--- config.mk ---
export PLATFORM = sky130hd
export DESIGN_NAME = hcb_front
export DESIGN_NICKNAME = d
export VERILOG_FILES = /design/src/rtl/hcb_pkg.sv /design/src/rtl/hcb_front.sv
export SDC_FILE = /design/constraint.sdc
export NUM_CORES = 1
export LEC_CHECK = 0
export ABC_AREA = 1
export BUFFER_PORTS_ARGS = -buffer_cell sky130_fd_sc_hd__buf_2
export CORE_UTILIZATION = 65
export CTS_CLUSTER_DIAMETER = 150
export CTS_CLUSTER_SIZE = 10
export DETAILED_ROUTE_END_ITERATION = 16
export PLACE_DENSITY = 0.86
export SLEW_MARGIN = 20
export SYNTH_ARGS = -nofsm -noshare
export SYNTH_HDL_FRONTEND = slang
export SYNTH_SLANG_ARGS = --single-unit
--- constraint.sdc ---
create_clock -name clk -period 9.5 [get_ports clk]
set_clock_uncertainty 0.05 [all_clocks]
set_input_delay 2.375 -clock clk [delete_from_list [all_inputs] [get_ports clk]]
set_output_delay 2.375 -clock clk [all_outputs]
set_load 0.01 [all_outputs]
--- src/rtl/hcb_pkg.sv ---
// Shared types, widths and constants for the HOG cell histogram core.
// Used by every module of the block; depends on nothing else.
package hcb_pkg;

    localparam int MAG_W        = 16;
    localparam int DIRECTION_W  = 16;
    localparam int THETA_MAX_W  = 16;
    localparam int SCALE_W      = 24;
    localparam int BIN_WIDTH_W  = 16;
    localparam int BIN_MAX_W    = 4;
    localparam int BIN_INDEX_W  = 4;
    localparam int BIN_VALUE_W  = 32;
    localparam int FRAC_W       = 24;
    localparam int PROD_W       = SCALE_W + DIRECTION_W;
    localparam int HALF_Q       = 1 << (FRAC_W - 1);

    localparam int CFG_INDEX_W  = 2;
    localparam int CFG_DATA_W   = 24;

    localparam int QUEUE_DEPTH  = 4;

    localparam int NUM_BINS_MAX_DEF = 16;
    localparam int DIR_WIDTH_DEF    = 16;

    localparam logic [THETA_MAX_W-1:0] THETA_MAX_RST       = 16'd23040;
    localparam logic [SCALE_W-1:0]     SCALE_BIN_WIDTH_RST = 24'd6554;
    localparam logic [BIN_WIDTH_W-1:0] BIN_WIDTH_RST       = 16'd2560;
    localparam logic [BIN_MAX_W-1:0]   BIN_MAX_RST         = 4'd8;

    typedef enum logic [CFG_INDEX_W-1:0] {
        CFG_THETA_MAX       = 2'd0,
        CFG_SCALE_BIN_WIDTH = 2'd1,
        CFG_BIN_WIDTH       = 2'd2,
        CFG_BIN_MAX         = 2'd3
    } cfg_index_t;

    typedef struct packed {
        logic [MAG_W-1:0]       magnitude;
        logic [DIRECTION_W-1:0] direction;
        logic                   last_pixel;
    } pixel_t;

    typedef struct packed {
        logic [BIN_INDEX_W-1:0] bin_index;
        logic [BIN_VALUE_W-1:0] bin_value;
        logic                   last_bin;
    } hist_bin_t;

    typedef struct packed {
        logic [THETA_MAX_W-1:0] theta_max;
        logic [SCALE_W-1:0]     scale_bin_width;
        logic [BIN_WIDTH_W-1:0] bin_width;
        logic [BIN_MAX_W-1:0]   bin_max;
    } cfg_t;

    typedef struct packed {
        logic [MAG_W-1:0]       magnitude;
        logic [DIRECTION_W-1:0] theta;
        logic [PROD_W-1:0]      product;
        logic                   last_pixel;
    } work_t;

    typedef struct packed {
        logic  valid;
        work_t work;
    } queue_push_t;

    typedef struct packed {
        logic full;
        logic empty;
    } queue_status_t;

    typedef enum logic [3:0] {
        BK_IDLE,
        BK_REL,
        BK_DIFF,
        BK_ABS,
        BK_MUL,
        BK_SHARE,
        BK_ADD_NEXT,
        BK_ADD_PRIM,
        BK_EMIT
    } back_state_t;

endpackage

--- src/rtl/hcb_front.sv ---
// Front end: takes pixel requests, wraps the direction and forms scale*theta.
// Two-stage pipeline feeding the work queue; depends on hcb_pkg.
module hcb_front #(
    parameter int DIR_WIDTH = hcb_pkg::DIR_WIDTH_DEF
) (
    input  logic                  clk,
    input  logic                  rst_n,
    input  logic                  pix_valid,
    output logic                  pix_stall,
    input  hcb_pkg::pixel_t       pix_data,
    input  hcb_pkg::cfg_t         cfg,
    input  hcb_pkg::queue_status_t q_status,
    output hcb_pkg::queue_push_t  push
);
    import hcb_pkg::*;

    localparam int DIR_BITS = (DIR_WIDTH < DIRECTION_W) ? DIR_WIDTH : DIRECTION_W;
    localparam logic [DIRECTION_W-1:0] DIR_MASK =
        {DIRECTION_W{1'b1}} >> (DIRECTION_W - DIR_BITS);

    logic                   s1_valid_reg, s1_valid_next;
    logic                   s2_valid_reg, s2_valid_next;
    logic [MAG_W-1:0]       s1_mag_reg;
    logic [DIRECTION_W-1:0] s1_theta_reg;
    logic                   s1_last_reg;
    work_t                  s2_work_reg;

    logic                   s2_move, s2_free, s1_move, s1_free, accept;
    logic [DIRECTION_W-1:0] theta_masked, theta_wrapped;
    logic [PROD_W-1:0]      product;

    assign s2_move   = s2_valid_reg && !q_status.full;
    assign s2_free   = !s2_valid_reg || s2_move;
    assign s1_move   = s1_valid_reg && s2_free;
    assign s1_free   = !s1_valid_reg || s1_move;
    assign pix_stall = !s1_free;
    assign accept    = pix_valid && s1_free;

    assign theta_masked  = pix_data.direction & DIR_MASK;
    assign theta_wrapped = (theta_masked > cfg.theta_max) ?
                           theta_masked - cfg.theta_max : theta_masked;

    assign product = PROD_W'(cfg.scale_bin_width) * PROD_W'(s1_theta_reg);

    assign push.valid = s2_move;
    assign push.work  = s2_work_reg;

    always_comb
    begin
        s1_valid_next = accept ? 1'b1 : (s1_move ? 1'b0 : s1_valid_reg);
        s2_valid_next = s1_move ? 1'b1 : (s2_move ? 1'b0 : s2_valid_reg);
    end

    always_ff @(posedge clk or negedge rst_n)
    begin
        if (!rst_n)
        begin
            s1_valid_reg <= 1'b0;
            s2_valid_reg <= 1'b0;
        end
        else
        begin
            s1_valid_reg <= s1_valid_next;
            s2_valid_reg <= s2_valid_next;
        end
    end

    always_ff @(posedge clk)
    begin
        if (accept)
        begin
            s1_mag_reg   <= pix_data.magnitude;
            s1_theta_reg <= theta_wrapped;
            s1_last_reg  <= pix_data.last_pixel;
        end
        if (s1_move)
        begin
            s2_work_reg.magnitude  <= s1_mag_reg;
            s2_work_reg.theta      <= s1_theta_reg;
            s2_work_reg.product    <= product;
            s2_work_reg.last_pixel <= s1_last_reg;
        end
    end

endmodule

==> results.md <==
Outcome:
- The run finished with clean final reports.

GRT:
- The number of antenna violations at the first check in global routing is 0.
- Across every metal layer, demand over resource in global routing totals between 30% and 40%.
- The wire length of the first global-routing pass is 71.8 mm.
- The maximum number of pins on one net before global-route repair is 54.
- Global routing finished with a remaining overflow of 0.
- The number of global-route vias before repair is around 15000.

STA:
- The hold violation count in the final report came to 0.
- Setup violations remaining at the end of the flow were counted as 0.
- Headroom to the max-slew limit came out at 20.3%.
- The summed negative setup slack over all endpoints is 0 ns.
- The post-route fraction of the period consumed by the critical path is slightly above 80%.
- The clock period minus final worst setup slack is approximately 7.7 ns.
- Based on the critical path, the design can be clocked at up to 131 MHz.
- Setup repair after global routing left no endpoint under its margin.
- The number of pins exceeding their max-slew limit in the final report is 0.
- At the pin with the least slew margin, the transition time is 1.20 ns.

Drt:
- Before antenna repair, the detailed router went through 6 iterations.
- The final layout contains routed wiring with a total length of approximately 43 mm.
- The via count normalized by instance count is ~5.4.
- The count of unresolved DRC violations after routing is 0.
- Across all layers, the routed design uses around 14000 vias.
- Once detail routing completed, the nets flagged for antenna violations numbered 0.
- In the final routed layout, each cell accounts on average for around 16 microns.
- The first routing iteration left about 1200 violations.

Setup path:
- The critical path class is input port to flip-flop.
- Data on the critical path is required at its endpoint by 9.56 ns.
- The arrival time reported for the critical path endpoint is ~7.7 ns.
- The element type at the critical path start is an input port.
- The maximum fanout count along the critical path is 16.
- STA classifies the critical path endpoint as a flip-flop.

Logic synthesis:
- The synthesized instance count is around 2200.
- Synthesis produced a netlist with a net count of 2732.
- The mean instance size in the synthesized netlist is approximately 8 sq um.
- The number of synthesized register bits is ~110.
- The mapped netlist covers ~18000 sq um.
- The number of different library cells in the post-synthesis netlist is 35.
- The register area share after synthesis is between 10% and 20%.
- The total of warnings raised by yosys is 0.

Clocking:
- The clock insertion delay at the later pin of the skew report is roughly 0.37 ns.
- Counting along the longest clock path gives a buffer depth of 2.
- The clock-pin slew on the worst setup and hold paths is 0.09 ns.
- The number of buffers created by CTS is 9.
- Buffers added to address setup during post-CTS repair amount to 0.
- The clock tree from TritonCTS is built.
- The H-tree was split into 3 levels.
- After clock tree synthesis, the repair step resized 0 gates.
- The hold-fix buffer count after cts is 0.
- The number of sinks driven by the clock tree is roughly 110.
- The root cell of the clock tree is clkbuf_16.

Floorplan:
- The floorplan step defined a die boundary enclosing 27900 sq um.
- In this run the core area contains 60 standard-cell rows.
- The die height is 167 microns.
- In this run the count of I/O pins placed on the die edge is between 150 and 200.
- The width of the die is around 170 microns.
- The placeable core region is around 27000 sq um.
- The starting density of the core is about two thirds.

Finish:
- The final-stage net count is around 2800.
- After the flow finishes, the layout carries non-filler instances totaling about 2600.
- Relative to the synthesized area, the layout overhead comes to 7.35%.
- In the layout the commonest cells are 682 x nand2_1, 638 x inv_1, 307 x fa_1.
- The flip-flop count of the largest register after layout is 73.
- The most common cell after layout, fill and taps aside is nand2_1.
- In the final layout, the share of cells above drive strength 1 is under 10%.
- The number of inserted diodes is 0.

Place:
- The count of buffers from port buffering is 151.
- The number of cells in the design after placement is between 2000 and 3000.
- The final HPWL from detailed placement is between 30 and 40 mm.
- The weighted congestion reported at the end of routability-driven placement is 0.906.

Min path:
- The classification of the worst-slack hold path is flip-flop to flip-flop.

Flow run:
- Across the run, the number of max-cap violations was 0.
-- per-stage QoR --
step	hold WS (ns)	util (%)	setup WS (ns)	cell area [sq um]
finish	0.370	70.9	1.85	19000
global route	0.375	70.9	1.54	19000
CTS	0.373	70.6	1.90	18900
detailed placement	0.355	69.5	1.56	18600
global placement	0.350	69.5	1.63	18600
floorplan	0.350	-	1.97	17700
-- critical path, cell delays in order --
cell and delay (ns):
buf_2 0.32, nand2_1 0.14, fa_1 0.61, inv_1 0.06, fa_1 0.54, inv_1 0.06
fa_1 0.51, inv_1 0.06, fa_1 0.51, fa_1 0.53, inv_1 0.07, fa_1 0.48
inv_1 0.04, ha_1 0.35, nand2_1 0.09, nor2_1 0.24, inv_1 0.07, nor2_1 0.13
nand3b_1 0.11, nand3_2 0.14, nand2_1 0.10, nand3_1 0.08, nand2_1 0.09
-- metal layers --
layer | vias up | GRT usage (%) | share of wire [%]
met4 | 0 | 15.8 | 3.9
met3 | 144 | 5.39 | 8.2
li1 | 6473 | - | -
met1 | 6814 | 40.0 | 37
met2 | 692 | 56.8 | 51
met5 | - | 0 | 0
-- synth_stat cells --
| library cell | count | area [sq um] |
|---|---|---|
| nor2_4 | 1 | 11.3 |
| nand4_1 | 2 | 12.5 |
| clkbuf_1 | 80 | 300 |
| xor2_1 | 21 | 184 |
| nand2_2 | 10 | 62.6 |
| nand2_4 | 1 | 11.3 |
| a21oi_1 | 51 | 255 |
| o21ai_0 | 20 | 100 |
| inv_2 | 1 | 3.75 |
| ha_1 | 128 | 1600 |
| a31oi_1 | 2 | 12.5 |
| edfxtp_1 | 106 | 3180 |
| nand3_2 | 2 | 20.0 |
| buf_8 | 1 | 15.0 |
| and2_1 | 3 | 18.8 |
| o21a_1 | 1 | 7.51 |
| a21o_1 | 1 | 7.51 |
| inv_1 | 638 | 2390 |
| o21ai_2 | 8 | 70.1 |
| and2_4 | 1 | 8.76 |
| nand3_1 | 35 | 175 |
| nand2_1 | 682 | 2560 |
| buf_12 | 1 | 20.0 |
| nor3_1 | 11 | 55.1 |
| nand3b_2 | 1 | 11.3 |
| o21bai_1 | 5 | 37.5 |
| nor2_1 | 59 | 221 |
| nor4_1 | 1 | 6.26 |
| nor2_2 | 2 | 12.5 |
| dfrtp_1 | 2 | 50.1 |
| o21ai_1 | 2 | 10.0 |
| xnor2_1 | 8 | 70.1 |
| fa_1 | 307 | 6150 |
| buf_4 | 1 | 7.51 |
| nand3b_1 | 4 | 30.0 |
-- cell type report --
type                    instances  area (sq um)
fillers                      1932          7810
multi-input cells            1369         11700
well taps                     341           427
repair buffers                164           901
clock inverters                 7          80.1
inverters                     639          2400
flip-flops and latches        108          3230
clock buffers                   9           225
-- worst paths after layout --
path,start,to,slack (ns),cells past startpoint
max reg2reg,s1_theta_reg[2],push[32],3.03,22
min reg2reg,s1_mag_reg[15],push[72],0.37,0
min,s1_mag_reg[15],push[72],0.37,0
max,cfg[41],push[32],1.85,23
max in group asynchronous,rst_n,s2_valid_reg,7.58,1
min in group asynchronous,rst_n,s1_valid_reg,1.72,1
-- logic make-up after synthesis --
kind of cell    Yosys count  share of synthesized area, %
buf+inv                 722                          15.5
flops                   108                          18.3
fa+ha+maj               435                          43.8
compound gates           90                          2.83
simple gates            815                          18.2
xor+xnor                 29                          1.44
Power is not shown: default switching activity piles up to over one toggle a cycle in this logic, so the estimate is an artifact.
