--- src/rtl/hcb_pkg.sv ---
// Shared types, widths and constants for the HOG cell histogram core.
// Used by every module of the block; depends on nothing else.
package hcb_pkg;

    localparam int MAG_W        = 16;
    localparam int DIRECTION_W  = 16;
    localparam int THETA_MAX_W  = 16;
    localparam int SCALE_W      = 24;
    localparam int BIN_WIDTH_W  = 16;
    localparam int BIN_MAX_W    = 4;
    localparam int BIN_INDEX_W  = 4;
    localparam int BIN_VALUE_W  = 32;
    localparam int FRAC_W       = 24;
    localparam int PROD_W       = SCALE_W + DIRECTION_W;
    localparam int HALF_Q       = 1 << (FRAC_W - 1);

    localparam int CFG_INDEX_W  = 2;
    localparam int CFG_DATA_W   = 24;

    localparam int QUEUE_DEPTH  = 4;

    localparam int NUM_BINS_MAX_DEF = 16;
    localparam int DIR_WIDTH_DEF    = 16;

    localparam logic [THETA_MAX_W-1:0] THETA_MAX_RST       = 16'd23040;
    localparam logic [SCALE_W-1:0]     SCALE_BIN_WIDTH_RST = 24'd6554;
    localparam logic [BIN_WIDTH_W-1:0] BIN_WIDTH_RST       = 16'd2560;
    localparam logic [BIN_MAX_W-1:0]   BIN_MAX_RST         = 4'd8;

    typedef enum logic [CFG_INDEX_W-1:0] {
        CFG_THETA_MAX       = 2'd0,
        CFG_SCALE_BIN_WIDTH = 2'd1,
        CFG_BIN_WIDTH       = 2'd2,
        CFG_BIN_MAX         = 2'd3
    } cfg_index_t;

    typedef struct packed {
        logic [MAG_W-1:0]       magnitude;
        logic [DIRECTION_W-1:0] direction;
        logic                   last_pixel;
    } pixel_t;

    typedef struct packed {
        logic [BIN_INDEX_W-1:0] bin_index;
        logic [BIN_VALUE_W-1:0] bin_value;
        logic                   last_bin;
    } hist_bin_t;

    typedef struct packed {
        logic [THETA_MAX_W-1:0] theta_max;
        logic [SCALE_W-1:0]     scale_bin_width;
        logic [BIN_WIDTH_W-1:0] bin_width;
        logic [BIN_MAX_W-1:0]   bin_max;
    } cfg_t;

    typedef struct packed {
        logic [MAG_W-1:0]       magnitude;
        logic [DIRECTION_W-1:0] theta;
        logic [PROD_W-1:0]      product;
        logic                   last_pixel;
    } work_t;

    typedef struct packed {
        logic  valid;
        work_t work;
    } queue_push_t;

    typedef struct packed {
        logic full;
        logic empty;
    } queue_status_t;

    typedef enum logic [3:0] {
        BK_IDLE,
        BK_REL,
        BK_DIFF,
        BK_ABS,
        BK_MUL,
        BK_SHARE,
        BK_ADD_NEXT,
        BK_ADD_PRIM,
        BK_EMIT
    } back_state_t;

endpackage

--- src/rtl/hcb_queue.sv ---
// Short work queue between the front end and the accumulation sequencer.
// Register-based FIFO of work_t entries; depends on hcb_pkg.
module hcb_queue (
    input  logic                   clk,
    input  logic                   rst_n,
    input  hcb_pkg::queue_push_t   push,
    input  logic                   pop,
    output hcb_pkg::queue_status_t q_status,
    output hcb_pkg::work_t         head
);
    import hcb_pkg::*;

    localparam int PTR_W = $clog2(QUEUE_DEPTH);

    work_t            entry_reg [QUEUE_DEPTH];
    logic [PTR_W-1:0] wr_ptr_reg, wr_ptr_next;
    logic [PTR_W-1:0] rd_ptr_reg, rd_ptr_next;
    logic [PTR_W:0]   count_reg, count_next;

    assign q_status.full  = (count_reg == (PTR_W + 1)'(QUEUE_DEPTH));
    assign q_status.empty = (count_reg == '0);
    assign head           = entry_reg[rd_ptr_reg];

    always_comb
    begin
        wr_ptr_next = push.valid ? wr_ptr_reg + 1'b1 : wr_ptr_reg;
        rd_ptr_next = pop ? rd_ptr_reg + 1'b1 : rd_ptr_reg;
        count_next  = count_reg;
        if (push.valid && !pop)
        begin
            count_next = count_reg + 1'b1;
        end
        else if (!push.valid && pop)
        begin
            count_next = count_reg - 1'b1;
        end
    end

    always_ff @(posedge clk or negedge rst_n)
    begin
        if (!rst_n)
        begin
            wr_ptr_reg <= '0;
            rd_ptr_reg <= '0;
            count_reg  <= '0;
        end
        else
        begin
            wr_ptr_reg <= wr_ptr_next;
            rd_ptr_reg <= rd_ptr_next;
            count_reg  <= count_next;
        end
    end

    always_ff @(posedge clk)
    begin
        if (push.valid)
        begin
            entry_reg[wr_ptr_reg] <= push.work;
        end
    end

endmodule

--- config.mk ---
export PLATFORM = sky130hd
export DESIGN_NAME = hcb_queue
export DESIGN_NICKNAME = d
export VERILOG_FILES = /design/src/rtl/hcb_pkg.sv /design/src/rtl/hcb_queue.sv
export SDC_FILE = /design/constraint.sdc
export NUM_CORES = 1
export LEC_CHECK = 0
export ABC_AREA = 0
export BUFFER_PORTS_ARGS = -buffer_cell sky130_fd_sc_hd__buf_2
export CORE_ASPECT_RATIO = 0.9
export CORE_MARGIN = 2
export CORE_UTILIZATION = 51
export CTS_BUF_LIST = sky130_fd_sc_hd__clkbuf_16
export DETAILED_ROUTE_END_ITERATION = 8
export PLACE_DENSITY_LB_ADDON = 0.25
export SYNTH_ARGS = -nofsm -noshare
export SYNTH_HDL_FRONTEND = slang
export SYNTH_SLANG_ARGS = --single-unit
--- constraint.sdc ---
create_clock -name clk -period 2.7 [get_ports clk]
set_input_delay 0.27 -clock clk [delete_from_list [all_inputs] [get_ports clk]]
set_output_delay 0.27 -clock clk [all_outputs]
set_load 0.01 [all_outputs]
==> results of run 1 <==
## metrics by stage
stage,power [W],cell area (um2),instances,util [%],hold WS [ns]
after global placement,0.0105,12100,849,57.9,0.112
after detailed placement,0.0106,12100,849,57.9,0.123
after floorplan,0.00902,10900,415,-,-0.0256
after CTS,0.0146,13800,978,66.0,0.0141
final,0.0144,13800,979,66.0,0.0465
after global routing,0.0150,13800,979,66.0,0.0474
## placed cells by master (no fill, tap or decap)
cell type	synthesis	layout
nor2_1	1	1
mux4_2	73	73
clkinv_1	0	7
clkinv_2	0	4
xnor2_1	2	2
clkinv_4	0	2
fa_1	1	1
edfxtp_1	292	292
nor3b_1	1	1
nor3_1	1	1
buf_2	7	151
and2_4	0	4
inv_1	4	9
buf_4	2	8
dlygate4sd3_1	0	75
clkbuf_16	0	31
diode_2	0	1
o21ai_0	1	1
dfrtp_1	7	5
ha_1	5	5
xor2_1	4	4
bufinv_16	0	2
mux2_2	1	1
buf_12	0	5
nand2_1	2	2
clkinvlp_4	0	3
dfrtp_4	0	2
## routing by layer
layer	vias up	part of all wire, %	GRT usage (%)
met1	2730	43	25.7
met4	0	2.3	5.12
met3	40	6.0	4.04
met2	171	49	30.0
li1	2291	-	-
met5	-	0	0
## kinds of logic after synthesis
logic type / synth area share (%)
buf+inv: 1.25
flops: 81.9
fa+ha+maj: 0.756
mux: 15.2
simple gates: 0.447
compound gates: 0.0458
xor+xnor: 0.481
## cell usage after synthesis, types with 2 or more instances
master / count / area [um2]
buf_4: 2 / 15.0
edfxtp_1: 292 / 8770
xor2_1: 4 / 35.0
buf_2: 7 / 35.0
buf_6: 6 / 67.6
ha_1: 5 / 62.6
dfrtp_1: 7 / 175
nand2_1: 2 / 7.51
inv_1: 4 / 15.0
mux4_2: 73 / 1640
and2_1: 4 / 25.0
xnor2_1: 2 / 17.5
## critical path: stages, from the launching register on
cell and delay [ns]:
dfrtp_4 0.62, buf_12 0.33, mux4_2 0.58, buf_2 0.17
## report_power, final
group,internal [W],switching [W],leakage [nW],total [W]
clock,0.00226,0.00164,0.472,0.00389
sequential,0.00608,0.000338,2.76,0.00642
combinational,0.00196,0.00210,1.58,0.00405
total,0.0103,0.00407,4.81,0.0144
## layout make-up
type | count | area (um2) | share of cell area [%]
Sequential cell | 299 | 8950 | 64.9
Multi-Input combinational cell | 96 | 1850 | 13.4
Timing Repair Buffer | 239 | 1670 | 12.1
Clock buffer | 31 | 776 | 5.63
Tap cell | 286 | 358 | 2.60
Clock inverter | 23 | 165 | 1.20
Inverter | 4 | 15.0 | 0.109
Antenna cell | 1 | 2.50 | 0.0181
## repair_timing
action,CTS,global route
setup buffers,0,0
hold buffers,75,0
endpoints found under the hold margin,300,0
## worst paths after layout
kind | start | depth (start not counted) | end | slack (ns)
min in group asynchronous | rst_n | 2 | count_reg[0]$_DFFE_PN0P_ | 0.09
worst min-delay path | push[73] | 2 | wr_ptr_reg[0]$_DFFE_PN0P_ | 0.05
worst max register to register | wr_ptr_reg[0]$_DFFE_PN0P_ | 4 | entry_reg[2][59]$_DFFE_PP_ | 0.92
worst max-delay path | rd_ptr_reg[0]$_DFFE_PN0P_ | 3 | head[57] | 0.15
worst min register to register | count_reg[2]$_DFFE_PN0P_ | 1 | count_reg[2]$_DFFE_PN0P_ | 0.50
max in group asynchronous | rst_n | 2 | rd_ptr_reg[1]$_DFFE_PN0P_ | 2.42
==> metrics.txt, run 1 <==
status finished, final reports clean; P_leak 4.81 nW; grt ovf 0; CTS root buf clkbuf_16; syn_area_per_cell 26.3 um2; Async SR Flop Fraction 2.34%; area of the core 20900 um2; Worst setup EP type output port; Fmax 393 MHz; global-route wire length before repair 31.0 mm; final net count 753; net count after synthesis 498; Post-synth EDFFs 292; H-tree Lvls 1; Post-Syn Area 10900 um2; Period minus WS final 2.55 ns; Rel. slew slack 54.0%; Die ar. 22600 um2; critical path data arrival time 2.28 ns; Slew Viols, Final 0; post-synthesis sequential area ratio 81.9%; final setup TNS 0 ns; Die H 143 um; pre-CTS setup slack 0.682 ns; CP Launch Type flop; Num Clock Sinks 299; drt first pass iters 4; maximum root-to-sink buffer count 3; Final Cycle Share 94.3%; top_reg_cell synth edfxtp_1; vias in the first global route 5694; Boundary Pins 152; WL final 20.5 mm; measured slew at the worst slew-check pin 0.691 ns; DP HPWL 11.8 mm; area grow syn2layout 26.2%; Ys Warns 0; wire per inst 20.9 um; min-delay worst type input port to flop; final setup fails 0; clock latency on the worst-skew pair 0.54 ns; worst-path maximum fanout 34; final setup skew 0.00672 ns; total global-route track usage 18.4%; Via density 5.34; Final Wtd Congestion 0.716; max_cap viols 0; CTS Buf Count 30; post-cts resize count 0; PnR worst setup slack 0.154 ns; CTS tree done; Synth Instances 415; Die Width 158 um; share of cells above drive strength 1 41.3%; Hold Violations, Final 0; max reg flops 292; Clock transition at path regs 0.06 ns; Critical Path RT 2.43 ns; port bufs 151; Layout fillers 1415; initial core utilization 52.3%; post-route ant nets 0; Rows 50; flops & latches, synth 299; initial antenna violation count 1; WS Path Type flop to output port; worst vdd ir 0.625 mV; RSZ-0062 raised after global routing no; largest net degree at the start of global routing 49; PD cells 1040 nW/um2; Starting DRT DRC Count 303; Via Count 5232; # DRC 0; Netlist cell types 19
No activity file was read; power rests on OpenSTA's default activity.
==> run 2: changes to the inputs <==
REMOVE_ABC_BUFFERS = 1   (was unset)
==> run 2 against run 1 <==
Net effect: setup slack got worse by 0.011 ns; clock power fell by 3%; first-iteration DRC count rose by 20%; critical endpoint is now head[17]; clock skew rose by 0.0039 ns; design area fell by 0.34%; largest power group unchanged; sequential power barely moved; via count rose by 0.40%; critical path depth did not move; register-to-register slack got worse by 0.11 ns; largest cell class unchanged; global-route usage barely moved; flip-flop and latch count did not move.
==> metrics.txt, run 2 (synthesis gave the netlist of run 1 again) <==
Internal Pwr Total 0.0102 W (was 0.0103 W); commonest non-fill, non-tap cell in the layout edfxtp_1 (unchanged); Fmax 391 MHz (was 393 MHz); Layout Cell Area excl Fill 13700 um2 (was 13800 um2); drt first pass iters 4 (unchanged); final net count 751 (was 753); final setup fails 0 (unchanged); register share of total power 45.2% (was 44.7%); CP peak stage delay 0.86 ns (was 0.62 ns); Num Clock Sinks 299 (unchanged); Final Cycle Share 94.7% (was 94.3%); worst vdd ir 0.626 mV (was 0.625 mV); CTS tree done (unchanged); Worst Hold Depth 2 (unchanged); initial core utilization 52.3% (unchanged); crit-path cells buf_4, mux4_2, buf_2 (was buf_12, mux4_2, buf_2); Rel. slew slack 56.7% (was 54.0%); post-cts resize count 0 (unchanged); PD cells 1040 nW/um2 (about the same); Die Width 158 um (unchanged); Via Count 5253 (was 5232); max reg flops 292 (unchanged); Clk pwr share 26.6% (was 27.1%); grt ovf 0 (unchanged); final setup skew 0.0106 ns (was 0.00672 ns); measured slew at the worst slew-check pin 0.650 ns (was 0.691 ns); commonest cells after routing, fill and taps aside edfxtp_1, buf_2, dlygate4sd3_1 (unchanged); maximum root-to-sink buffer count 3 (unchanged); reg2reg end entry_reg[0][49]$_DFFE_PP_ (was entry_reg[2][59]$_DFFE_PP_); Via density 5.38 (was 5.34); min-delay worst type input port to flop (unchanged); Worst setup EP type output port (unchanged); Psw 0.00400 W (was 0.00407 W); area grow syn2layout 25.8% (was 26.2%); initial antenna violation count 1 (unchanged); WL final 20.5 mm (about the same); CTS Buf Count 29 (was 30); slowest CP cell dfrtp_4 (unchanged); post-route ant nets 0 (unchanged); Worst Reg2Reg Path Length in Cells 4 (unchanged); vias in the first global route 5645 (was 5694); Clock transition at path regs 0.06 ns (about the same); WS Path Type flop to output port (unchanged); Critical Path RT 2.43 ns (about the same); critical path data arrival time 2.29 ns (was 2.28 ns); DP HPWL 12.1 mm (was 11.8 mm); Hold Startpoint push[73] (unchanged); P_leak 4.79 nW (was 4.81 nW); Die H 143 um (unchanged); share of cells above drive strength 1 40.3% (was 41.3%); pre-CTS setup slack 0.667 ns (was 0.682 ns); Final Wtd Congestion 0.699 (was 0.716); PnR worst setup slack 0.143 ns (was 0.154 ns); CTS root buf clkbuf_16 (unchanged); total global-route track usage 18.5% (was 18.4%); max_cap viols 0 (unchanged); RSZ-0062 raised after global routing no (unchanged); area of the core 20900 um2 (unchanged); status finished, final reports clean (unchanged); CP Launch Type flop (unchanged); H-tree Lvls 1 (unchanged); Placed Area 12100 um2 (about the same); Die ar. 22600 um2 (unchanged); clock latency on the worst-skew pair 0.52 ns (was 0.54 ns); global-route wire length before repair 31.3 mm (was 31.0 mm); hold buffer count at CTS 75 (unchanged); # DRC 0 (unchanged); largest net degree at the start of global routing 49 (unchanged); post-CTS setup buffer count 0 (unchanged); Slew Viols, Final 0 (unchanged); worst hold slack 0.0999 ns (was 0.0465 ns); worst-path maximum fanout 42 (was 34); port bufs 151 (unchanged); Period minus WS final 2.56 ns (was 2.55 ns); final setup TNS 0 ns (unchanged); combinational share of power 28.2% (about the same); Starting DRT DRC Count 365 (was 303); Boundary Pins 152 (unchanged); wire per inst 20.9 um (about the same); Rows 50 (unchanged); Hold Violations, Final 0 (unchanged); Min-Delay Endpoint wr_ptr_reg[0]$_DFFE_PN0P_ (unchanged); flop-to-flop setup slack 0.81 ns (was 0.92 ns); worst reg2reg startpoint wr_ptr_reg[0]$_DFFE_PN0P_ (unchanged); sw frac 28.1% (was 28.3%); Final Util 65.8% (was 66.0%)
-- run 2: worst max path at each step --
stage | start | slack, ns | end
2_1_floorplan | rd_ptr_reg[0]$_DFFE_PN0P_ | -1.19 | head[0]
3_3_place_gp | rd_ptr_reg[1]$_DFFE_PN0P_ | 0.68 | head[50]
3_5_place_dp | rd_ptr_reg[1]$_DFFE_PN0P_ | 0.67 | head[45]
4_1_cts | rd_ptr_reg[1]$_DFFE_PN0P_ | 0.08 | head[45]
5_1_grt | rd_ptr_reg[1]$_DFFE_PN0P_ | 0.04 | head[45]
6_report | rd_ptr_reg[1]$_DFFE_PN0P_ | 0.14 | head[17]
-- run 2: metrics by stage --
stage                     power, W  std cells
after floorplan            0.00902        399
after global placement      0.0104        848
final                       0.0142        977
after CTS                   0.0144        976
after global routing        0.0149        977
after detailed placement    0.0105        848
-- run 2: power by group through the flow --
stage	clock (W)	combinational, W	sequential, W
floorplan	0	0.00227	0.00674
global placement	0	0.00395	0.00647
detailed placement	0	0.00400	0.00654
CTS	0.00387	0.00412	0.00645
global route	0.00404	0.00434	0.00651
finish	0.00378	0.00402	0.00643
-- run 2: metal layers --
metal,vias to the layer above,track usage [%],routed length (um)
met5,-,0,0
met4,0,4.79,472
met3,34,4.22,1370
met2,181,30.5,10000
met1,2750,25.3,8600
li1,2288,-,-
-- run 2: cell type report --
type                            count  area (um2)
Clock buffer                       29         726
Multi-Input combinational cell     96        1850
Clock inverter                     24         175
Inverter                            4        15.0
Antenna cell                        1        2.50
Sequential cell                   299        8950
Timing Repair Buffer              238        1660
Fill cell                        1403        7150
Tap cell                          286         358
-- run 2: critical path, delay by kind of cell (launching register included) --
kind	cells	cell delay, ns
flip-flops	1	0.86
buffers and inverters	2	0.53
multiplexers	1	0.36
