### src/rtl/hcb_pkg.sv
// Shared types, widths and constants for the HOG cell histogram core.
// Used by every module of the block; depends on nothing else.
package hcb_pkg;

    localparam int MAG_W        = 16;
    localparam int DIRECTION_W  = 16;
    localparam int THETA_MAX_W  = 16;
    localparam int SCALE_W      = 24;
    localparam int BIN_WIDTH_W  = 16;
    localparam int BIN_MAX_W    = 4;
    localparam int BIN_INDEX_W  = 4;
    localparam int BIN_VALUE_W  = 32;
    localparam int FRAC_W       = 24;
    localparam int PROD_W       = SCALE_W + DIRECTION_W;
    localparam int HALF_Q       = 1 << (FRAC_W - 1);

    localparam int CFG_INDEX_W  = 2;
    localparam int CFG_DATA_W   = 24;

    localparam int QUEUE_DEPTH  = 4;

    localparam int NUM_BINS_MAX_DEF = 16;
    localparam int DIR_WIDTH_DEF    = 16;

    localparam logic [THETA_MAX_W-1:0] THETA_MAX_RST       = 16'd23040;
    localparam logic [SCALE_W-1:0]     SCALE_BIN_WIDTH_RST = 24'd6554;
    localparam logic [BIN_WIDTH_W-1:0] BIN_WIDTH_RST       = 16'd2560;
    localparam logic [BIN_MAX_W-1:0]   BIN_MAX_RST         = 4'd8;

    typedef enum logic [CFG_INDEX_W-1:0] {
        CFG_THETA_MAX       = 2'd0,
        CFG_SCALE_BIN_WIDTH = 2'd1,
        CFG_BIN_WIDTH       = 2'd2,
        CFG_BIN_MAX         = 2'd3
    } cfg_index_t;

    typedef struct packed {
        logic [MAG_W-1:0]       magnitude;
        logic [DIRECTION_W-1:0] direction;
        logic                   last_pixel;
    } pixel_t;

    typedef struct packed {
        logic [BIN_INDEX_W-1:0] bin_index;
        logic [BIN_VALUE_W-1:0] bin_value;
        logic                   last_bin;
    } hist_bin_t;

    typedef struct packed {
        logic [THETA_MAX_W-1:0] theta_max;
        logic [SCALE_W-1:0]     scale_bin_width;
        logic [BIN_WIDTH_W-1:0] bin_width;
        logic [BIN_MAX_W-1:0]   bin_max;
    } cfg_t;

    typedef struct packed {
        logic [MAG_W-1:0]       magnitude;
        logic [DIRECTION_W-1:0] theta;
        logic [PROD_W-1:0]      product;
        logic                   last_pixel;
    } work_t;

    typedef struct packed {
        logic  valid;
        work_t work;
    } queue_push_t;

    typedef struct packed {
        logic full;
        logic empty;
    } queue_status_t;

    typedef enum logic [3:0] {
        BK_IDLE,
        BK_REL,
        BK_DIFF,
        BK_ABS,
        BK_MUL,
        BK_SHARE,
        BK_ADD_NEXT,
        BK_ADD_PRIM,
        BK_EMIT
    } back_state_t;

endpackage

### src/rtl/hcb_back.sv
// Back end: bin selection, bilinear split, saturating accumulation and emission.
// Multi-cycle sequencer over the histogram register file; depends on hcb_pkg.
module hcb_back #(
    parameter int NUM_BINS_MAX = hcb_pkg::NUM_BINS_MAX_DEF
) (
    input  logic                   clk,
    input  logic                   rst_n,
    input  hcb_pkg::cfg_t          cfg,
    input  hcb_pkg::queue_status_t q_status,
    input  hcb_pkg::work_t         head,
    output logic                   pop,
    output logic                   hist_valid,
    input  logic                   hist_stall,
    output hcb_pkg::hist_bin_t     hist_data
);
    import hcb_pkg::*;

    localparam int BIN_IDX_W = $clog2(NUM_BINS_MAX);
    localparam int MAXB_W    = (BIN_IDX_W > BIN_MAX_W) ? BIN_IDX_W : BIN_MAX_W;
    localparam int BOFF_W    = BIN_IDX_W + BIN_WIDTH_W;
    localparam int REL_W     = DIRECTION_W + BIN_IDX_W + 1;
    localparam int DIFF_W    = REL_W + SCALE_W + 1;
    localparam int ADIFF_W   = REL_W + FRAC_W;
    localparam int PLO_W     = MAG_W + FRAC_W;
    localparam int PHI_W     = MAG_W + REL_W;
    localparam int SHARE_W   = PHI_W + 1;
    localparam int DELTA_W   = SHARE_W + 1;
    localparam int ACC_SUM_W = DELTA_W + 1;
    localparam int BRAW_W    = PROD_W - FRAC_W;

    back_state_t              state_reg, state_next;
    logic [BIN_IDX_W-1:0]     k_reg, k_next;
    logic                     out_valid_reg, out_valid_next;
    logic [BIN_VALUE_W-1:0]   hist_reg [NUM_BINS_MAX];

    work_t                    work_reg;
    logic [BIN_IDX_W-1:0]     bin_reg;
    logic signed [REL_W-1:0]  rel_reg;
    logic signed [DIFF_W-1:0] diff_reg;
    logic [ADIFF_W-1:0]       adiff_reg;
    logic [BIN_IDX_W-1:0]     nxt_reg;
    logic [PLO_W-1:0]         plo_reg;
    logic [PHI_W-1:0]         phi_reg;
    logic [SHARE_W-1:0]       share_reg;
    logic signed [DELTA_W-1:0] delta_reg;
    hist_bin_t                out_data_reg;

    logic [MAXB_W-1:0]        bin_max_ext, maxb_wide;
    logic [BIN_IDX_W-1:0]     maxb;
    logic [PROD_W-1:0]        p_off;
    logic [BRAW_W-1:0]        bin_raw;
    logic [BIN_IDX_W-1:0]     bin_sat;
    logic [BOFF_W-1:0]        bin_off;
    logic signed [REL_W-1:0]  rel_calc;
    logic signed [SCALE_W:0]  scale_s;
    logic signed [DIFF_W-1:0] rel_scaled, diff_calc;
    logic [ADIFF_W-1:0]       adiff_calc;
    logic [BIN_IDX_W-1:0]     nxt_calc;
    logic [PLO_W:0]           plo_round;
    logic [SHARE_W-1:0]       share_calc;
    logic signed [DELTA_W-1:0] delta_calc;
    logic [SHARE_W:0]         next_sum;
    logic signed [ACC_SUM_W-1:0] prim_sum;
    logic [BIN_VALUE_W-1:0]   next_sat, prim_sat;

    logic                     out_load, acc_we, clear_all, emit_last;
    logic [BIN_IDX_W-1:0]     rd_addr;
    logic [BIN_VALUE_W-1:0]   rd_data, acc_value_next;

    assign bin_max_ext = MAXB_W'(cfg.bin_max);
    assign maxb_wide   = (bin_max_ext > MAXB_W'(NUM_BINS_MAX - 1)) ?
                         MAXB_W'(NUM_BINS_MAX - 1) : bin_max_ext;
    assign maxb        = maxb_wide[BIN_IDX_W-1:0];

    assign p_off   = head.product - PROD_W'(HALF_Q);
    assign bin_raw = (head.product < PROD_W'(HALF_Q)) ? '0 : p_off[PROD_W-1:FRAC_W];
    assign bin_sat = (bin_raw > BRAW_W'(maxb)) ? maxb : bin_raw[BIN_IDX_W-1:0];

    assign bin_off  = BOFF_W'(bin_reg) * BOFF_W'(cfg.bin_width);
    assign rel_calc = $signed(REL_W'(work_reg.theta)) - $signed(REL_W'(bin_off));

    assign scale_s    = $signed({1'b0, cfg.scale_bin_width});
    assign rel_scaled = rel_reg * scale_s;
    assign diff_calc  = rel_scaled - DIFF_W'(HALF_Q);

    assign adiff_calc = diff_reg[DIFF_W-1] ? ADIFF_W'(-diff_reg) : ADIFF_W'(diff_reg);

    always_comb
    begin
        if (!diff_reg[DIFF_W-1])
        begin
            nxt_calc = (bin_reg == maxb) ? '0 : bin_reg + 1'b1;
        end
        else
        begin
            nxt_calc = (bin_reg == '0) ? maxb : bin_reg - 1'b1;
        end
    end

    assign plo_round  = {1'b0, plo_reg} + (PLO_W + 1)'(HALF_Q);
    assign share_calc = SHARE_W'(phi_reg) + SHARE_W'(plo_round[PLO_W:FRAC_W]);
    assign delta_calc = $signed(DELTA_W'(work_reg.magnitude)) - $signed(DELTA_W'(share_reg));

    assign rd_data  = hist_reg[rd_addr];
    assign next_sum = (SHARE_W + 1)'(rd_data) + (SHARE_W + 1)'(share_reg);
    assign next_sat = (|next_sum[SHARE_W:BIN_VALUE_W]) ? '1 : next_sum[BIN_VALUE_W-1:0];
    assign prim_sum = $signed({{(ACC_SUM_W - BIN_VALUE_W){1'b0}}, rd_data})
                    + $signed({delta_reg[DELTA_W-1], delta_reg});

    always_comb
    begin
        if (prim_sum[ACC_SUM_W-1])
        begin
            prim_sat = '0;
        end
        else if (|prim_sum[ACC_SUM_W-2:BIN_VALUE_W])
        begin
            prim_sat = '1;
        end
        else
        begin
            prim_sat = prim_sum[BIN_VALUE_W-1:0];
        end
    end

    assign acc_value_next = (state_reg == BK_ADD_NEXT) ? next_sat : prim_sat;
    assign emit_last      = (k_reg == maxb);

    always_comb
    begin
        state_next = state_reg;
        case (state_reg)
            BK_IDLE:
            begin
                if (!q_status.empty)
                begin
                    state_next = BK_REL;
                end
            end
            BK_REL:      state_next = BK_DIFF;
            BK_DIFF:     state_next = BK_ABS;
            BK_ABS:      state_next = BK_MUL;
            BK_MUL:      state_next = BK_SHARE;
            BK_SHARE:    state_next = BK_ADD_NEXT;
            BK_ADD_NEXT: state_next = BK_ADD_PRIM;
            BK_ADD_PRIM: state_next = work_reg.last_pixel ? BK_EMIT : BK_IDLE;
            BK_EMIT:
            begin
                if ((!out_valid_reg || !hist_stall) && emit_last)
                begin
                    state_next = BK_IDLE;
                end
            end
            default:     state_next = BK_IDLE;
        endcase
    end

    always_comb
    begin
        pop       = 1'b0;
        out_load  = 1'b0;
        acc_we    = 1'b0;
        clear_all = 1'b0;
        rd_addr   = k_reg;
        case (state_reg)
            BK_IDLE:
            begin
                pop = !q_status.empty;
            end
            BK_ADD_NEXT:
            begin
                rd_addr = nxt_reg;
                acc_we  = 1'b1;
            end
            BK_ADD_PRIM:
            begin
                rd_addr = bin_reg;
                acc_we  = 1'b1;
            end
            BK_EMIT:
            begin
                out_load  = !out_valid_reg || !hist_stall;
                clear_all = (!out_valid_reg || !hist_stall) && emit_last;
            end
            default:
            begin
                pop = 1'b0;
            end
        endcase
    end

    always_comb
    begin
        k_next = k_reg;
        if (state_reg == BK_ADD_PRIM)
        begin
            k_next = '0;
        end
        else if (out_load)
        begin
            k_next = k_reg + 1'b1;
        end
        out_valid_next = out_load ? 1'b1 : (hist_stall ? out_valid_reg : 1'b0);
    end

    always_ff @(posedge clk or negedge rst_n)
    begin
        if (!rst_n)
        begin
            state_reg     <= BK_IDLE;
            k_reg         <= '0;
            out_valid_reg <= 1'b0;
            for (int i = 0; i < NUM_BINS_MAX; i++)
            begin
                hist_reg[i] <= '0;
            end
        end
        else
        begin
            state_reg     <= state_next;
            k_reg         <= k_next;
            out_valid_reg <= out_valid_next;
            if (clear_all)
            begin
                for (int i = 0; i < NUM_BINS_MAX; i++)
                begin
                    hist_reg[i] <= '0;
                end
            end
            else if (acc_we)
            begin
                hist_reg[rd_addr] <= acc_value_next;
            end
        end
    end

    always_ff @(posedge clk)
    begin
        if (pop)
        begin
            work_reg <= head;
            bin_reg  <= bin_sat;
        end
        if (state_reg == BK_REL)
        begin
            rel_reg <= rel_calc;
        end
        if (state_reg == BK_DIFF)
        begin
            diff_reg <= diff_calc;
        end
        if (state_reg == BK_ABS)
        begin
            adiff_reg <= adiff_calc;
            nxt_reg   <= nxt_calc;
        end
        if (state_reg == BK_MUL)
        begin
            plo_reg <= PLO_W'(work_reg.magnitude) * PLO_W'(adiff_reg[FRAC_W-1:0]);
            phi_reg <= PHI_W'(work_reg.magnitude) * PHI_W'(adiff_reg[ADIFF_W-1:FRAC_W]);
        end
        if (state_reg == BK_SHARE)
        begin
            share_reg <= share_calc;
        end
        if (state_reg == BK_ADD_NEXT)
        begin
            delta_reg <= delta_calc;
        end
        if (out_load)
        begin
            out_data_reg.bin_index <= BIN_INDEX_W'(k_reg);
            out_data_reg.bin_value <= rd_data;
            out_data_reg.last_bin  <= emit_last;
        end
    end

    assign hist_valid = out_valid_reg;
    assign hist_data  = out_data_reg;

endmodule

### config.mk
export PLATFORM = sky130hd
export DESIGN_NAME = hcb_back
export DESIGN_NICKNAME = d
export VERILOG_FILES = /design/src/rtl/hcb_pkg.sv /design/src/rtl/hcb_back.sv
export SDC_FILE = /design/constraint.sdc
export NUM_CORES = 2
export LEC_CHECK = 0
export BUFFER_PORTS_ARGS = -buffer_cell sky130_fd_sc_hd__buf_2
export CORE_ASPECT_RATIO = 0.6
export CORE_MARGIN = 5
export CORE_UTILIZATION = 35
export CTS_CLUSTER_DIAMETER = 60
export CTS_CLUSTER_SIZE = 30
export DETAILED_ROUTE_END_ITERATION = 12
export PLACE_DENSITY_LB_ADDON = 0.05
export SLEW_MARGIN = 20
export SYNTH_ARGS = -nofsm -noshare
export SYNTH_HDL_FRONTEND = slang
export SYNTH_SLANG_ARGS = --single-unit
### constraint.sdc
create_clock -name clk -period 9.2 [get_ports clk]
set_clock_uncertainty 0.1 [all_clocks]
set_input_delay 0.92 -clock clk [delete_from_list [all_inputs] [get_ports clk]]
set_output_delay 0.92 -clock clk [all_outputs]
set_load 0.05 [all_outputs]
==> metrics.md <==
| Metric | Value |
|---|---|
| Slew Limit Headroom | 0.168 |
| Num CTS Buffers | 73 |
| Root Driver | clkbuf_16 |
| Area growth syn-to-layout | 9.64% |
| Final slew viol count | 0 |
| End of the worst register-to-register path | hist_reg[204] |
| Min Tclk post-route | 8.92 ns |
| Post-synth ARST share | 0.619 |
| Final Hold Vio Count | 0 |
| Clock buffer depth | 3 |
| DR iter-0 viols | 5,266 |
| Core area | around 0.24 mm2 |
| Final Core Density | 0.387 |
| Number of synthesized flops with an enable pin | 321 |
| Antenna Violating Nets Remaining | 0 |
| Upper clock frequency limit | 112 MHz |
| Final setup vio count | 0 |
| CP required | roughly 9.7 ns |
| Wirelength, routed | 293 mm |
| Nets | 9,956 |
| Worst Setup End Kind | flop |
| Via Count | 62,006 |
| FF+latch count, synth | 842 |
| Total global-route track usage | 0.235 |
| Via-per-instance ratio | 5.41 |
| H-Tree Depth | 3 |
| Ys Warns | 0 |
| Max Cap Viol | 0 |
| Initial antenna violation count | 27 |
| Largest register FFs | 512 |
| Design Area, Final | 0.0915 mm2 |
| Hold_buf cts | 0 |
| Distinct cells, synth | 81 |
| Worst min path class | input pin to async pin |
| Die height | 388 um |
| Syn Nets | around 10,000 |
| Crit share post-route | 0.970 |
| DR pass1 iterations | 5 |
| Fin Setup TNS | 0 ns |
| Total global routing overflow | 0 |
| Post-synthesis cell area | 0.0834 mm2 |
| DIE AREA | about 0.25 mm2 |
| Ports | 177 |
| Status | finished clean |
| CTS Sinks | 842 |
| CTS tree | built |
| Post-route insts no fill | 11,455 |
| Clk_lat worst skew | 0.71 ns |
| FF-to-FF path depth | 20 |
| DP Area | 0.0887 mm2 |
| PortBufs | between 100 and 150 |
| Initial Utilization | 0.353 |
| Placed Instances | 11,301 |
| HPWL after detailed placement | approximately 220 mm |
| CTS clk-pin slew, worst paths | 0.08 ns |
| R2r startpoint | state_reg[0] |
| Die X-Extent | 640 um |
| WS Path Type | flop to flop |
| Sequential fraction of the synthesis area | 0.272 |
| Avg WL per Cell | 25.6 um |
| CP Data Arrival Time | 9.40 ns |
| Vias in the first global route | 63,504 |
| Post-synth top flop | dfrtp_1 |
| Least-Margin Pin Slew | 1.23 ns |
| Setup Fix Bufs, Post-CTS | 0 |
| Post-Syn Instances | between 8,000 and 9,000 |
| Final estimated routing congestion in global placement | between 0.8 and 0.9 |
| # rows | 138 |
| Critical path fanouts, max | 33 |
| Remaining routing DRC violations | 0 |
| First-pass GRT wire length | ~440 mm |
| Critical path startpoint category | flop |
| Unrepaired setup endpoints after global routing | false |
| Resized cells post-CTS | 0 |
| Register-to-register setup slack | 0.28 ns |
| Largest net degree at the start of global routing | 137 |
| Ratio of cells with drive above 1 in the final layout | 0.0938 |
| Avg Cell Area, Syn | 10.1 um2 |
-- worst max-delay path: stages, from the launching register on --
cell and delay (ns):
dfrtp_1 0.57, mux2i_1 0.82, o21a_4 0.50, buf_12 0.35, mux4_2 0.54, and2_1 0.17, a211oi_1 0.23, a31oi_1 0.09
buf_4 0.21, ha_1 0.38, a21oi_1 0.45, nand3_1 0.25, a211oi_1 0.64, a2111oi_2 0.12, buf_2 0.22, or2_2 0.36
a211oi_1 0.43, o221ai_1 0.16, or3_2 0.89, or3_1 0.83, a32o_1 0.37
-- how the worst max path moves through the flow --
stage                       from       endpoint  slack [ns]  depth (start not counted)
detailed placement  state_reg[3]  hist_reg[204]        0.46                         21
global route        state_reg[0]  hist_reg[204]        0.07                         20
floorplan                cfg[30]   diff_reg[42]        1.63                         26
finish              state_reg[0]  hist_reg[204]        0.28                         20
global placement    state_reg[3]  hist_reg[204]        0.62                         21
CTS                 state_reg[3]  hist_reg[204]        0.47                         21
-- cell usage after synthesis (32+ instances only) --
library cell     n  area, um2
dfrtp_1        521      13000
o21a_1          38        285
nand4_1         32        200
nor3_1          68        340
a21oi_1        208       1040
clkbuf_1       490       1840
nand2b_1        48        300
nand2_1       1203       4520
o31ai_1        217       1630
mux4_2         128       2880
o21ai_0        113        566
xnor2_1        224       1960
xor2_1          70        613
a211oi_1        63        473
nor2_1         169        634
a31oi_1         44        275
edfxtp_1       321       9640
or3_1           54        338
and2_1         582       3640
ha_1           553       6920
inv_1         1264       4740
a21o_1          78        586
a32o_1         304       3040
fa_1          1031      20600
nand3_1         72        360
-- per-stage QoR --
stage	setup WS (ns)	hold WS, ns
floorplan	1.63	0.326
CTS	0.465	0.141
global placement	0.617	0.355
detailed placement	0.465	0.362
finish	0.280	0.104
global route	0.0651	0.169
-- layout make-up --
class | instances | area [um2]
Inverter | 1264 | 4740
Clock inverter | 56 | 783
Fill cell | 23557 | 145000
Sequential cell | 842 | 22700
Multi-Input combinational cell | 5653 | 54600
Timing Repair Buffer | 400 | 2870
Tap cell | 3150 | 3940
Clock buffer | 80 | 1860
Antenna cell | 10 | 25.0
-- logic make-up after synthesis --
family	after synthesis	share of synthesized area
and+or+nand+nor	2393	0.138
muxes	136	0.0355
DFF	842	0.272
AOI/OAI and AO/OA	1245	0.113
adders and majority gates	1584	0.330
xor gates and xnor gates	294	0.0309
buffers and inverters	1784	0.0804
-- layout by cell type (no fill, tap or decap), types with 217 or more instances in the layout --
master,instances
a32o_1,304
and2_1,581
buf_4,246
dfrtp_1,521
edfxtp_1,321
fa_1,1031
ha_1,553
inv_1,1263
nand2_1,1202
o31ai_1,217
xnor2_1,223
-- per-layer routing --
layer | global-route usage | share of wire | wire (um)
met1 | 0.392 | 0.53 | 155000
met2 | 0.298 | 0.37 | 108000
met3 | 0.0614 | 0.085 | 24800
met4 | 0.0379 | 0.018 | 5150
met5 | 0 | 0.00014 | 41
Power is not shown: default switching activity piles up to over one toggle a cycle in this logic, so the estimate is an artifact.
